<file path="config.mk">
export PLATFORM = sky130hd
export DESIGN_NAME = servo_bus_packet_framer_top
export DESIGN_NICKNAME = d
export VERILOG_FILES = /design/src/design/sbpf_pkg.sv /design/src/design/servo_bus_packet_framer_top.sv /design/src/design/sbpf_front.sv /design/src/design/sbpf_queue.sv /design/src/design/sbpf_back.sv
export SDC_FILE = /design/constraint.sdc
export NUM_CORES = 1
export LEC_CHECK = 0
export ABC_AREA = 1
export BUFFER_PORTS_ARGS = -buffer_cell sky130_fd_sc_hd__buf_2
export CAP_MARGIN = 20
export CORE_ASPECT_RATIO = 0.5
export CORE_UTILIZATION = 65
export CTS_CLUSTER_SIZE = 8
export DETAILED_ROUTE_END_ITERATION = 6
export PLACE_DENSITY = 0.86
export SYNTH_ARGS = -nofsm -noshare
export SYNTH_HDL_FRONTEND = slang
export SYNTH_SLANG_ARGS = --single-unit
export TNS_END_PERCENT = 5
</file>
<file path="constraint.sdc">
create_clock -name clk -period 5.9 [get_ports clk]
set_input_delay 0.59 -clock clk [delete_from_list [all_inputs] [get_ports clk]]
set_output_delay 0.59 -clock clk [all_outputs]
set_load 0.05 [all_outputs]
</file>
<file path="src/design/sbpf_pkg.sv">
package sbpf_pkg;

    localparam logic OP_HEADER = 1'b0;
    localparam logic OP_PARAM  = 1'b1;

    localparam logic [7:0] PREAMBLE  = 8'hFF;
    localparam logic [7:0] LEN_EXTRA = 8'd2;

    localparam int QUEUE_DEPTH = 2;
    localparam int QUEUE_AW    = 1;

    localparam logic [2:0] IDX_SYNC_A = 3'd0;
    localparam logic [2:0] IDX_SYNC_B = 3'd1;
    localparam logic [2:0] IDX_ID     = 3'd2;
    localparam logic [2:0] IDX_LEN    = 3'd3;
    localparam logic [2:0] IDX_INST   = 3'd4;
    localparam logic [2:0] IDX_HDR_CHK = 3'd5;
    localparam logic [2:0] IDX_BYTE   = 3'd0;
    localparam logic [2:0] IDX_PAR_CHK = 3'd1;

    typedef enum logic [1:0] {
        CMD_ERROR,
        CMD_HEADER,
        CMD_PARAM
    } cmd_kind_t;

    typedef struct packed {
        cmd_kind_t  kind;
        logic [7:0] byte_a;
        logic [7:0] len;
        logic [7:0] inst;
        logic [7:0] chk;
        logic       with_chk;
    } cmd_t;

endpackage

</file>
<file path="src/design/servo_bus_packet_framer_top.sv">
// servo-bus instruction packet framer, protocol 1.0
// input channel: in_valid / in_stall carry one word per accepted item;
// operation 0 is a header (servo_id, instruction, param_count), 1 is one
// parameter byte. output channel: out_valid / out_stall carry one wire byte
// per word with packet_end on the checksum, run_last on the last byte of
// the input word, and seq_error on a single zero byte for an out-of-order word.
// a header gives five bytes (six with the checksum when param_count is zero),
// a parameter gives one byte (two on the last parameter).
// an accepted input word is written into the command queue, then its first byte into the output register.
// throughput: one output byte per cycle while out_stall is low, set by the single output register;
// parameter words flow at one per cycle while out_stall is low, a header holds the back end
// for all of its bytes and the two-entry command queue then raises in_stall.
// when out_stall is high the output word holds and the queue fills, after
// which in_stall rises; nothing is dropped.
// reset clears the open-packet state, running checksum, queue and output valid flag.
module servo_bus_packet_framer_top (
    input  logic       clk,
    input  logic       rst_n,
    input  logic       in_valid,
    output logic       in_stall,
    input  logic       operation,
    input  logic [7:0] servo_id,
    input  logic [7:0] instruction,
    input  logic [7:0] param_count,
    input  logic [7:0] param_byte,
    output logic       out_valid,
    input  logic       out_stall,
    output logic [7:0] out_byte,
    output logic       packet_end,
    output logic       run_last,
    output logic       seq_error
);
    import sbpf_pkg::*;

    cmd_t cmd;
    cmd_t head;
    logic full;
    logic empty;
    logic pop;
    logic accept;

    assign in_stall = full;
    assign accept   = in_valid && !full;

    sbpf_front u_front (
        .clk         (clk),
        .rst_n       (rst_n),
        .accept      (accept),
        .operation   (operation),
        .servo_id    (servo_id),
        .instruction (instruction),
        .param_count (param_count),
        .param_byte  (param_byte),
        .cmd         (cmd)
    );

    sbpf_queue u_queue (
        .clk      (clk),
        .rst_n    (rst_n),
        .push     (accept),
        .push_cmd (cmd),
        .pop      (pop),
        .full     (full),
        .empty    (empty),
        .head     (head)
    );

    sbpf_back u_back (
        .clk        (clk),
        .rst_n      (rst_n),
        .empty      (empty),
        .head       (head),
        .pop        (pop),
        .out_valid  (out_valid),
        .out_stall  (out_stall),
        .out_byte   (out_byte),
        .packet_end (packet_end),
        .run_last   (run_last),
        .seq_error  (seq_error)
    );

endmodule

</file>
<file path="src/design/sbpf_front.sv">
module sbpf_front (
    input  logic          clk,
    input  logic          rst_n,
    input  logic          accept,
    input  logic          operation,
    input  logic [7:0]    servo_id,
    input  logic [7:0]    instruction,
    input  logic [7:0]    param_count,
    input  logic [7:0]    param_byte,
    output sbpf_pkg::cmd_t cmd
);
    import sbpf_pkg::*;

    logic [7:0] sum_reg, sum_next;
    logic [7:0] left_reg, left_next;
    logic       open_reg, open_next;
    logic [7:0] len;
    logic [7:0] hsum;
    logic [7:0] psum;

    assign len  = param_count + LEN_EXTRA;
    assign hsum = servo_id + len + instruction;
    assign psum = sum_reg + param_byte;

    always_comb
    begin
        cmd       = '0;
        cmd.kind  = CMD_ERROR;
        sum_next  = sum_reg;
        left_next = left_reg;
        open_next = open_reg;
        unique case (operation)
            OP_HEADER:
            begin
                if (!open_reg)
                begin
                    cmd.kind     = CMD_HEADER;
                    cmd.byte_a   = servo_id;
                    cmd.len      = len;
                    cmd.inst     = instruction;
                    cmd.chk      = ~hsum;
                    cmd.with_chk = (param_count == 8'd0);
                    if (param_count != 8'd0)
                    begin
                        open_next = 1'b1;
                        sum_next  = hsum;
                        left_next = param_count;
                    end
                end
            end
            OP_PARAM:
            begin
                if (open_reg)
                begin
                    cmd.kind     = CMD_PARAM;
                    cmd.byte_a   = param_byte;
                    cmd.chk      = ~psum;
                    cmd.with_chk = (left_reg == 8'd1);
                    left_next    = left_reg - 8'd1;
                    if (left_reg == 8'd1)
                    begin
                        open_next = 1'b0;
                        sum_next  = 8'd0;
                    end
                    else
                    begin
                        sum_next = psum;
                    end
                end
            end
            default:
            begin
                cmd.kind = CMD_ERROR;
            end
        endcase
    end

    always_ff @(posedge clk or negedge rst_n)
    begin
        if (!rst_n)
        begin
            sum_reg  <= 8'd0;
            left_reg <= 8'd0;
            open_reg <= 1'b0;
        end
        else if (accept)
        begin
            sum_reg  <= sum_next;
            left_reg <= left_next;
            open_reg <= open_next;
        end
    end

endmodule

</file>
<file path="src/design/sbpf_queue.sv">
module sbpf_queue (
    input  logic           clk,
    input  logic           rst_n,
    input  logic           push,
    input  sbpf_pkg::cmd_t push_cmd,
    input  logic           pop,
    output logic           full,
    output logic           empty,
    output sbpf_pkg::cmd_t head
);
    import sbpf_pkg::*;

    cmd_t                mem [QUEUE_DEPTH];
    logic [QUEUE_AW-1:0] wr_ptr_reg;
    logic [QUEUE_AW-1:0] rd_ptr_reg;
    logic [QUEUE_AW:0]   count_reg;
    logic                do_push;
    logic                do_pop;

    assign full    = (count_reg == QUEUE_AW'(0) + (QUEUE_AW+1)'(QUEUE_DEPTH));
    assign empty   = (count_reg == '0);
    assign do_push = push && !full;
    assign do_pop  = pop && !empty;
    assign head    = mem[rd_ptr_reg];

    always_ff @(posedge clk)
    begin
        if (do_push)
        begin
            mem[wr_ptr_reg] <= push_cmd;
        end
    end

    always_ff @(posedge clk or negedge rst_n)
    begin
        if (!rst_n)
        begin
            wr_ptr_reg <= '0;
            rd_ptr_reg <= '0;
            count_reg  <= '0;
        end
        else
        begin
            if (do_push)
            begin
                wr_ptr_reg <= wr_ptr_reg + 1'b1;
            end
            if (do_pop)
            begin
                rd_ptr_reg <= rd_ptr_reg + 1'b1;
            end
            if (do_push && !do_pop)
            begin
                count_reg <= count_reg + 1'b1;
            end
            else if (do_pop && !do_push)
            begin
                count_reg <= count_reg - 1'b1;
            end
        end
    end

endmodule

</file>
<file path="src/design/sbpf_back.sv">
module sbpf_back (
    input  logic           clk,
    input  logic           rst_n,
    input  logic           empty,
    input  sbpf_pkg::cmd_t head,
    output logic           pop,
    output logic           out_valid,
    input  logic           out_stall,
    output logic [7:0]     out_byte,
    output logic           packet_end,
    output logic           run_last,
    output logic           seq_error
);
    import sbpf_pkg::*;

    logic       valid_reg;
    logic [7:0] byte_reg, byte_next;
    logic       end_reg, end_next;
    logic       last_reg, last_next;
    logic       err_reg, err_next;
    logic [2:0] idx_reg, idx_next;
    logic       load;

    assign load = !valid_reg || !out_stall;

    always_comb
    begin
        byte_next = 8'd0;
        end_next  = 1'b0;
        last_next = 1'b0;
        err_next  = 1'b0;
        unique case (head.kind)
            CMD_HEADER:
            begin
                unique case (idx_reg)
                    IDX_SYNC_A, IDX_SYNC_B: byte_next = PREAMBLE;
                    IDX_ID:                 byte_next = head.byte_a;
                    IDX_LEN:                byte_next = head.len;
                    IDX_INST:               byte_next = head.inst;
                    default:
                    begin
                        byte_next = head.chk;
                        end_next  = 1'b1;
                    end
                endcase
                last_next = head.with_chk ? (idx_reg == IDX_HDR_CHK)
                                          : (idx_reg == IDX_INST);
            end
            CMD_PARAM:
            begin
                if (idx_reg == IDX_BYTE)
                begin
                    byte_next = head.byte_a;
                end
                else
                begin
                    byte_next = head.chk;
                    end_next  = 1'b1;
                end
                last_next = head.with_chk ? (idx_reg == IDX_PAR_CHK)
                                          : (idx_reg == IDX_BYTE);
            end
            default:
            begin
                err_next  = 1'b1;
                last_next = 1'b1;
            end
        endcase
        pop      = load && !empty && last_next;
        idx_next = idx_reg;
        if (load && !empty)
        begin
            idx_next = last_next ? 3'd0 : idx_reg + 3'd1;
        end
    end

    always_ff @(posedge clk or negedge rst_n)
    begin
        if (!rst_n)
        begin
            valid_reg <= 1'b0;
            idx_reg   <= 3'd0;
        end
        else
        begin
            idx_reg <= idx_next;
            if (load)
            begin
                valid_reg <= !empty;
            end
        end
    end

    always_ff @(posedge clk)
    begin
        if (load && !empty)
        begin
            byte_reg <= byte_next;
            end_reg  <= end_next;
            last_reg <= last_next;
            err_reg  <= err_next;
        end
    end

    assign out_valid  = valid_reg;
    assign out_byte   = byte_reg;
    assign packet_end = end_reg;
    assign run_last   = last_reg;
    assign seq_error  = err_reg;

endmodule

</file>
======== Yosys cells after proc, flatten, opt, wreduce, memory -nomap -nowiden ========
Memories as Yosys holds them, arrays and structs flattened.
Cells that the tools add are included.
storage, ports and cells
  output and inout bits ................... 13
  register bits ........................... 36
  logic and storage cells ................. 96
  bits in read-only memories .............. 0
  latch bits .............................. 0
  bits in writable memories ............... 70
  memories ................................ 1
memory list
  name         words  bits a word  rd ports  clocked after memory_dff  write ports  RTL line          RTL
  u_queue.mem  2      35           1         0                         1            sbpf_queue.sv:13  cmd_t mem [QUEUE_DEPTH];
cells by class
  bitwise operators ....................... 3
  add/sub/neg operators ................... 10
  eq/ne operators ......................... 12
  divide/modulo/power cells ............... 0
  multiply operators ...................... 0
  order comparisons ....................... 0
  reduce and logical (&&, ||, !) cells .... 23
  shift-type cells ........................ 0
  multiplexer cells ....................... 35
operators by type and width
  cell                   number
  $mux W8                8
  $pmux W8 S2            3
  $mux W34               1
  $pmux W8 S4            1
  $add A8 B8 Y8          3
  $pmux W10 S2           1
  $pmux W9 S2            1
  $mux W16               1
  $not A8 Y8             2
  $mux W1                11
  $mux W10               1
  $mux W9                1
  $add A8 B2 Y8 const B  1
  $eq A8 B1 Y1 const B   1
  $logic_not A8 Y1       1
  $reduce_bool A8 Y1     1
  $sub A8 B1 Y8 const B  1
  $logic_and A1 B1 Y1    7
  $eq A3 B2 Y1 const B   2
  $eq A3 B3 Y1 const B   2
  $logic_not A1 Y1       6
  $pmux W1 S2            3
  $reduce_or A5 Y1       1
  $eq A2 B2 Y1 const B   2
  other kinds (17)       21

======== Logic depth before layout (Yosys ltp) ========
  depth in word-level cells ............... 8
  gate-level depth with buffers ........... 17
  gate-level depth less buffers ........... 17

======== Hierarchy ========
Synthesis repeated with hierarchy kept, for this count alone.
unflattened totals
  cells, all modules ...................... 724
  area total of the unflattened synthesis .. 6251.0 µm²
modules (own cells, without submodules)
  module                       cells an instance  area each (µm²)  instances  sequential area each (µm²)
  sbpf_queue                   214                2780.2           1          2202.1
  sbpf_front                   328                2185.8           1          425.4
  sbpf_back                    180                1275.0           1          430.4
  servo_bus_packet_framer_top  2                  10.0             1          0.0

======== Worst setup path after synthesis ========
Ideal clock, no wire load.
  kind .................................... input to register
  start point ............................. input param_count[1]
  end point ............................... memory u_queue.mem[0][7] (netlist name), data pin
  stages on the path ...................... 10
  required time ........................... 5.637 ns
  setup slack ............................. 3.045 ns
  path buffers ............................ 0
  arrival ................................. 2.592 ns
  setup time .............................. 0.263 ns
  path through ............................ ha_1 -> nand3_1 -> xor2_1 -> fa_1 -> ha_1 -> nand2_1 -> or2_1 -> nand4_1 -> a21oi_1 -> or2_1
RTL lines
  element      RTL line                           RTL
  from (decl)  servo_bus_packet_framer_top.sv:24  input logic [7:0] param_count,
  to (decl)    sbpf_queue.sv:13

======== Worst setup path in the final report ========
  start point ............................. register u_queue.rd_ptr_reg
  end point ............................... register u_queue.count_reg[1]
between the ends
  longest elaborated chain between the ends .. 8
  elaborated cells between the ends (all ways) .. 13
  classes of those cells .................. eq/ne (2); mux (4); reduce/logical (6); memory (1)
RTL lines
  element                                        RTL line          RTL
  from (decl)                                    sbpf_queue.sv:15  logic [QUEUE_AW-1:0] rd_ptr_reg;
  from (signal assigned)                         sbpf_queue.sv:50  rd_ptr_reg <= rd_ptr_reg + 1'b1;
  $mem_v2 Z2 W35 (*)                             -
  $eq A2 B2 Y1 (tied with other cells)           sbpf_back.sv:32   unique case (head.kind)
  $pmux W1 S2 (*)                                sbpf_back.sv:32
  via u_back.last_next                           sbpf_back.sv:19   logic last_reg, last_next;
  $logic_and A1 B1 Y1 (*)                        sbpf_back.sv:69   pop = load && !empty && last_next;
  $logic_and A1 B1 Y1 (*)                        sbpf_queue.sv:23  assign do_pop = pop && !empty;
  $logic_not A1 Y1                               sbpf_queue.sv:52  if (do_push && !do_pop)
  $logic_and A1 B1 Y1                            sbpf_queue.sv:52
  $mux W2 or $reduce_bool A2 Y1 (tied branches)  -
  to (signal assigned)                           sbpf_queue.sv:54  count_reg <= count_reg + 1'b1;
  to (signal assigned)                           sbpf_queue.sv:58  count_reg <= count_reg - 1'b1;
  to (decl)                                      sbpf_queue.sv:16  logic [QUEUE_AW:0] count_reg;
The timed path passes the listed nets; every way through them passes the cells marked *.
A chain may end at the register's enable or synchronous reset.

==> impl_results.html <==
<table>
<tr><th>Metric</th><th>Value</th></tr>
<tr><th colspan="2">Layout</th></tr>
<tr><td>Final antenna diode count</td><td>0</td></tr>
<tr><td>Final cell area excluding filler cells</td><td>6610 sq um</td></tr>
<tr><td>Max FFs per register</td><td>70</td></tr>
<tr><td>Growth of design area from synthesis to finish</td><td>9.971%</td></tr>
<tr><td>Leading cell type in the layout, fill and taps excluded</td><td>sky130_fd_sc_hd__nand2_1</td></tr>
<tr><td>Register with the most flip-flops</td><td>u_queue.mem</td></tr>
<tr><td>Final layout net count</td><td>768</td></tr>
<tr><td>Commonest non-fill, non-tap cells in the layout</td><td>sky130_fd_sc_hd__nand2_1 (141), sky130_fd_sc_hd__edfxtp_1 (81), sky130_fd_sc_hd__nor2_1 (70)</td></tr>
<tr><td>Layout cell share with drive strength beyond 1</td><td>14.08%</td></tr>
<tr><th colspan="2">Clock tree</th></tr>
<tr><td>CTS clk-pin slew, worst paths</td><td>0.07 ns</td></tr>
<tr><td>Clk Tree Root Cell</td><td>sky130_fd_sc_hd__clkbuf_16</td></tr>
<tr><td>TritonCTS buffer count</td><td>9</td></tr>
<tr><td>Resized Gates After CTS</td><td>0</td></tr>
<tr><td>H-tree levels</td><td>3</td></tr>
<tr><td>Hold-fix buffer count after cts</td><td>0</td></tr>
<tr><td>Insertion delay to the later sink of the worst-skew pair</td><td>0.36 ns</td></tr>
<tr><td>Post-CTS setup buffer count</td><td>0</td></tr>
<tr><td>TritonCTS clock tree</td><td>yes</td></tr>
<tr><td>Largest buffer count on any clock path</td><td>2</td></tr>
<tr><td>TritonCTS sink count</td><td>106</td></tr>
<tr><th colspan="2">Timing</th></tr>
<tr><td>Total count of max-transition violations in the final report</td><td>0</td></tr>
<tr><td>Peak clock frequency supported by timing</td><td>311.9 MHz</td></tr>
<tr><td>Final setup slack of the worst path</td><td>2.694 ns</td></tr>
<tr><td>Headroom to the max-slew limit</td><td>56.47%</td></tr>
<tr><td>Post-layout minimum cycle time</td><td>3.206 ns</td></tr>
<tr><td>Final setup fails</td><td>0</td></tr>
<tr><td>Endpoints failing hold</td><td>0</td></tr>
<tr><td>Min Hold Slack</td><td>0.2504 ns</td></tr>
<tr><td>Final clock period utilization by the worst path</td><td>54.34%</td></tr>
<tr><td>Measured slew at the worst slew-check pin</td><td>0.6530 ns</td></tr>
<tr><td>Total negative slack</td><td>0 ns</td></tr>
<tr><td>Max Clock Skew</td><td>0.006415 ns</td></tr>
<tr><td>Setup repair after global routing missed its margin</td><td>no</td></tr>
<tr><th colspan="2">Die</th></tr>
<tr><td>Die Ht</td><td>70 um</td></tr>
<tr><td>Die Outline Area</td><td>9660 sq um</td></tr>
<tr><td>Starting Density</td><td>68.08%</td></tr>
<tr><td>Die extent in x</td><td>138.0 um</td></tr>
<tr><td>Boundary Pins</td><td>50</td></tr>
<tr><td>Core area</td><td>8828 sq um</td></tr>
<tr><td>Number of rows created at floorplan</td><td>24</td></tr>
<tr><th colspan="2">Pwr</th></tr>
<tr><td>Worst voltage drop across the vdd grid</td><td>0.4191 mV</td></tr>
<tr><td>Overall power of the completed layout</td><td>0.003435 W</td></tr>
<tr><td>Leakage</td><td>2.946 nW</td></tr>
<tr><td>P per Cell Area</td><td>519.7 nW/um^2</td></tr>
<tr><th colspan="2">Synth</th></tr>
<tr><td>Portion of the post-synthesis area used by sequential elements</td><td>50.87%</td></tr>
<tr><td>Cell taking the most area after synthesis</td><td>sky130_fd_sc_hd__edfxtp_1</td></tr>
<tr><td>Mapped cell area</td><td>6011 sq um</td></tr>
<tr><td>Synth cell types</td><td>44</td></tr>
<tr><td>Largest family of logic cells by synthesized area</td><td>simple AND/OR/NAND/NOR gates</td></tr>
<tr><td>Share of synthesized registers carrying an async set or reset</td><td>23.58%</td></tr>
<tr><td>Net Count, Synth</td><td>723</td></tr>
<tr><td>Leading cell types by total area after synthesis</td><td>sky130_fd_sc_hd__edfxtp_1 (40%), sky130_fd_sc_hd__dfrtp_1 (10%), sky130_fd_sc_hd__nand2_1 (8.8%), sky130_fd_sc_hd__ha_1 (5.0%), sky130_fd_sc_hd__nor2_1 (4.5%)</td></tr>
<tr><td>Most common flop cell mapped by yosys</td><td>sky130_fd_sc_hd__edfxtp_1</td></tr>
<tr><td>Number of enable-type register cells in the synthesized netlist</td><td>81</td></tr>
<tr><td>Mean instance size in the synthesized netlist</td><td>9.205 sq um</td></tr>
<tr><td>Mapped Cells</td><td>653</td></tr>
<tr><td>Share of the synthesized area in the top cell type</td><td>40.47%</td></tr>
<tr><td>Yosys warning count</td><td>0</td></tr>
<tr><td>Flops &amp; latches, synth</td><td>106</td></tr>
<tr><td>XOR/XNOR share of the synthesized area</td><td>2.186%</td></tr>
<tr><td>Synth Area in Adders</td><td>7.993%</td></tr>
<tr><td>Mux cell area share after synthesis</td><td>0.1665%</td></tr>
<tr><td>Simple-gate area share of the yosys netlist</td><td>18.53%</td></tr>
<tr><td>Fraction of the mapped netlist area in compound gates</td><td>13.47%</td></tr>
<tr><th colspan="2">Detailed routing</th></tr>
<tr><td>Post-DR wirelength/cell</td><td>17.90 um</td></tr>
<tr><td>Iter 0 DRT Violations</td><td>791</td></tr>
<tr><td>Vias per cell</td><td>6.077</td></tr>
<tr><td>Final wirelength</td><td>14680 um</td></tr>
<tr><td>Number of detailed-routing iterations run before antenna repair</td><td>5</td></tr>
<tr><td>Number of routed nets with antenna violations</td><td>0</td></tr>
<tr><td>Drc violations</td><td>0</td></tr>
<tr><td>Routed vias</td><td>4983</td></tr>
<tr><th colspan="2">Global route</th></tr>
<tr><td>Antenna violations before repair</td><td>0</td></tr>
<tr><td>Via count of the first global-routing pass</td><td>4659</td></tr>
<tr><td>Global-route total usage across every layer</td><td>32.96%</td></tr>
<tr><td>Maximum number of pins on one net before global-route repair</td><td>38</td></tr>
<tr><td>Met2 routing resource usage after global routing</td><td>49.06%</td></tr>
<tr><td>Global routing's busiest layer</td><td>met2</td></tr>
<tr><td>First-pass GRT wire length</td><td>23350 um</td></tr>
<tr><td>Grt met1 use</td><td>46.16%</td></tr>
<tr><td>Sum of overflow across all layers after global routing</td><td>0</td></tr>
<tr><td>Global routing met3 resource utilization</td><td>9.877%</td></tr>
<tr><th colspan="2">Worst setup path</th></tr>
<tr><td>Kind of cell adding the most delay to the critical path</td><td>adder cells</td></tr>
<tr><td>Worst EP arrival</td><td>3.45 ns</td></tr>
<tr><td>CP endpoint kind</td><td>flip-flop</td></tr>
<tr><td>Required time at the endpoint of the critical path</td><td>6.14 ns</td></tr>
<tr><td>Setup Crit Path Kind</td><td>flip-flop to flip-flop</td></tr>
<tr><td>Most frequent CP cell</td><td>sky130_fd_sc_hd__ha_1</td></tr>
<tr><td>CP peak stage delay</td><td>0.52 ns</td></tr>
<tr><td>Critical path, cell by cell</td><td>buf_4, inv_4, or2_2, o21ai_1, inv_1, ha_1, nand3b_2, nand2_2, ha_1, a21oi_1, o21ai_0, xor2_1</td></tr>
<tr><td>Buffer and inverter count on the worst path</td><td>3</td></tr>
<tr><td>Slowest CP cell</td><td>sky130_fd_sc_hd__ha_1</td></tr>
<tr><td>Critical-path maximum fanout</td><td>37</td></tr>
<tr><td>Kind of launch point of the worst setup path</td><td>flip-flop</td></tr>
<tr><th colspan="2">Worst hold path</th></tr>
<tr><td>Path class of the lowest-slack min-delay path</td><td>input port to async pin</td></tr>
<tr><th colspan="2">Place</th></tr>
<tr><td>Routability congestion estimate</td><td>1.007</td></tr>
<tr><td>Total cell area at the placement stage</td><td>6324 sq um</td></tr>
<tr><td>Placement-stage worst setup slack</td><td>2.654 ns</td></tr>
<tr><td>Number of buffers added on ports</td><td>49</td></tr>
<tr><td>HPWL Detailed</td><td>10380 um</td></tr>
<tr><th colspan="2">Status</th></tr>
<tr><td>Run status</td><td>finished clean</td></tr>
<tr><th colspan="2">Job</th></tr>
<tr><td>Max Cap Violations</td><td>0</td></tr>
</table>
==> power breakdown <==
| group | internal, W | switching, W |
|---|---|---|
| Clock | 0.000297 | 0.000288 |
| Sequential | 0.00114 | 0.000106 |
| Combinational | 0.000472 | 0.00113 |
| Total | 0.00191 | 0.00153 |
==> cell families after synthesis <==
kind of cell / after synthesis
adders and majority gates: 33
DFF: 106
AOI/OAI and AO/OA: 138
xor gates and xnor gates: 15
and+or+nand+nor: 264
muxes: 1
buffers and inverters: 96
==> worst register-to-register path: stages, from the launching register on <==
cell and delay, ns:
sky130_fd_sc_hd__dfrtp_1 0.33, sky130_fd_sc_hd__buf_4 0.34, sky130_fd_sc_hd__inv_4 0.25, sky130_fd_sc_hd__or2_2 0.34
sky130_fd_sc_hd__o21ai_1 0.15, sky130_fd_sc_hd__inv_1 0.08, sky130_fd_sc_hd__ha_1 0.52, sky130_fd_sc_hd__nand3b_2 0.23
sky130_fd_sc_hd__nand2_2 0.08, sky130_fd_sc_hd__ha_1 0.33, sky130_fd_sc_hd__a21oi_1 0.16, sky130_fd_sc_hd__o21ai_0 0.12
sky130_fd_sc_hd__xor2_1 0.15
==> path summary, 6_finish.rpt <==
| kind | from | endpoint | slack [ns] | cells past startpoint |
|---|---|---|---|---|
| max reg2reg | u_queue.rd_ptr_reg | u_queue.count_reg[1] | 2.69 | 12 |
| max | u_queue.rd_ptr_reg | u_queue.count_reg[1] | 2.69 | 12 |
| max in group asynchronous | rst_n | u_front.left_reg[3] | 5.22 | 1 |
| min | rst_n | u_front.sum_reg[3] | 0.25 | 1 |
| min in group clk | out_stall | u_back.out_valid | 0.45 | 3 |
| min reg2reg | u_front.sum_reg[6] | u_front.sum_reg[6] | 0.49 | 2 |
==> metrics by stage <==
stage               utilization [%]  cells
global placement              71.63    804
finish                        74.87    820
global route                  74.87    820
detailed placement            71.63    804
floorplan                         -    653
CTS                           74.87    820
==> layer usage <==
metal,wire length (um),vias to the layer above
met3,1826,53
met1,5994,2288
met5,0,-
met4,382,0
met2,6470,354
li1,-,2288
==> final cells by class <==
cell class | instances | area, sq um
clock buffer | 10 | 229.0
fill | 601 | 2218
timing repair buffer | 53 | 275.3
sequential | 106 | 3058
multi-input combinational | 451 | 2550
inverter | 77 | 294.0
tap | 117 | 146.4
clock inverter | 6 | 57.56
==> cell usage after synthesis, types with 2 or more instances <==
library cell	count
sky130_fd_sc_hd__nor3_1	3
sky130_fd_sc_hd__ha_1	24
sky130_fd_sc_hd__nand2_1	141
sky130_fd_sc_hd__dfrtp_1	25
sky130_fd_sc_hd__o21ai_0	39
sky130_fd_sc_hd__nor3_2	2
sky130_fd_sc_hd__a21boi_1	2
sky130_fd_sc_hd__xnor2_1	7
sky130_fd_sc_hd__o31ai_1	2
sky130_fd_sc_hd__buf_2	7
sky130_fd_sc_hd__or2_1	5
sky130_fd_sc_hd__nand4_1	8
sky130_fd_sc_hd__inv_4	2
sky130_fd_sc_hd__a22oi_1	8
sky130_fd_sc_hd__o211ai_1	6
sky130_fd_sc_hd__a21oi_1	36
sky130_fd_sc_hd__o22ai_1	5
sky130_fd_sc_hd__inv_2	7
sky130_fd_sc_hd__buf_6	4
sky130_fd_sc_hd__inv_1	68
sky130_fd_sc_hd__nor2_2	4
sky130_fd_sc_hd__a22o_1	5
sky130_fd_sc_hd__o21ai_2	4
sky130_fd_sc_hd__nand2_2	3
sky130_fd_sc_hd__xor2_1	8
sky130_fd_sc_hd__nor2_1	72
sky130_fd_sc_hd__o21ai_1	26
sky130_fd_sc_hd__edfxtp_1	81
sky130_fd_sc_hd__nand3_1	20
sky130_fd_sc_hd__or2_2	2
sky130_fd_sc_hd__clkbuf_1	6
sky130_fd_sc_hd__fa_1	9
No activity file was read; power rests on OpenSTA's default activity.
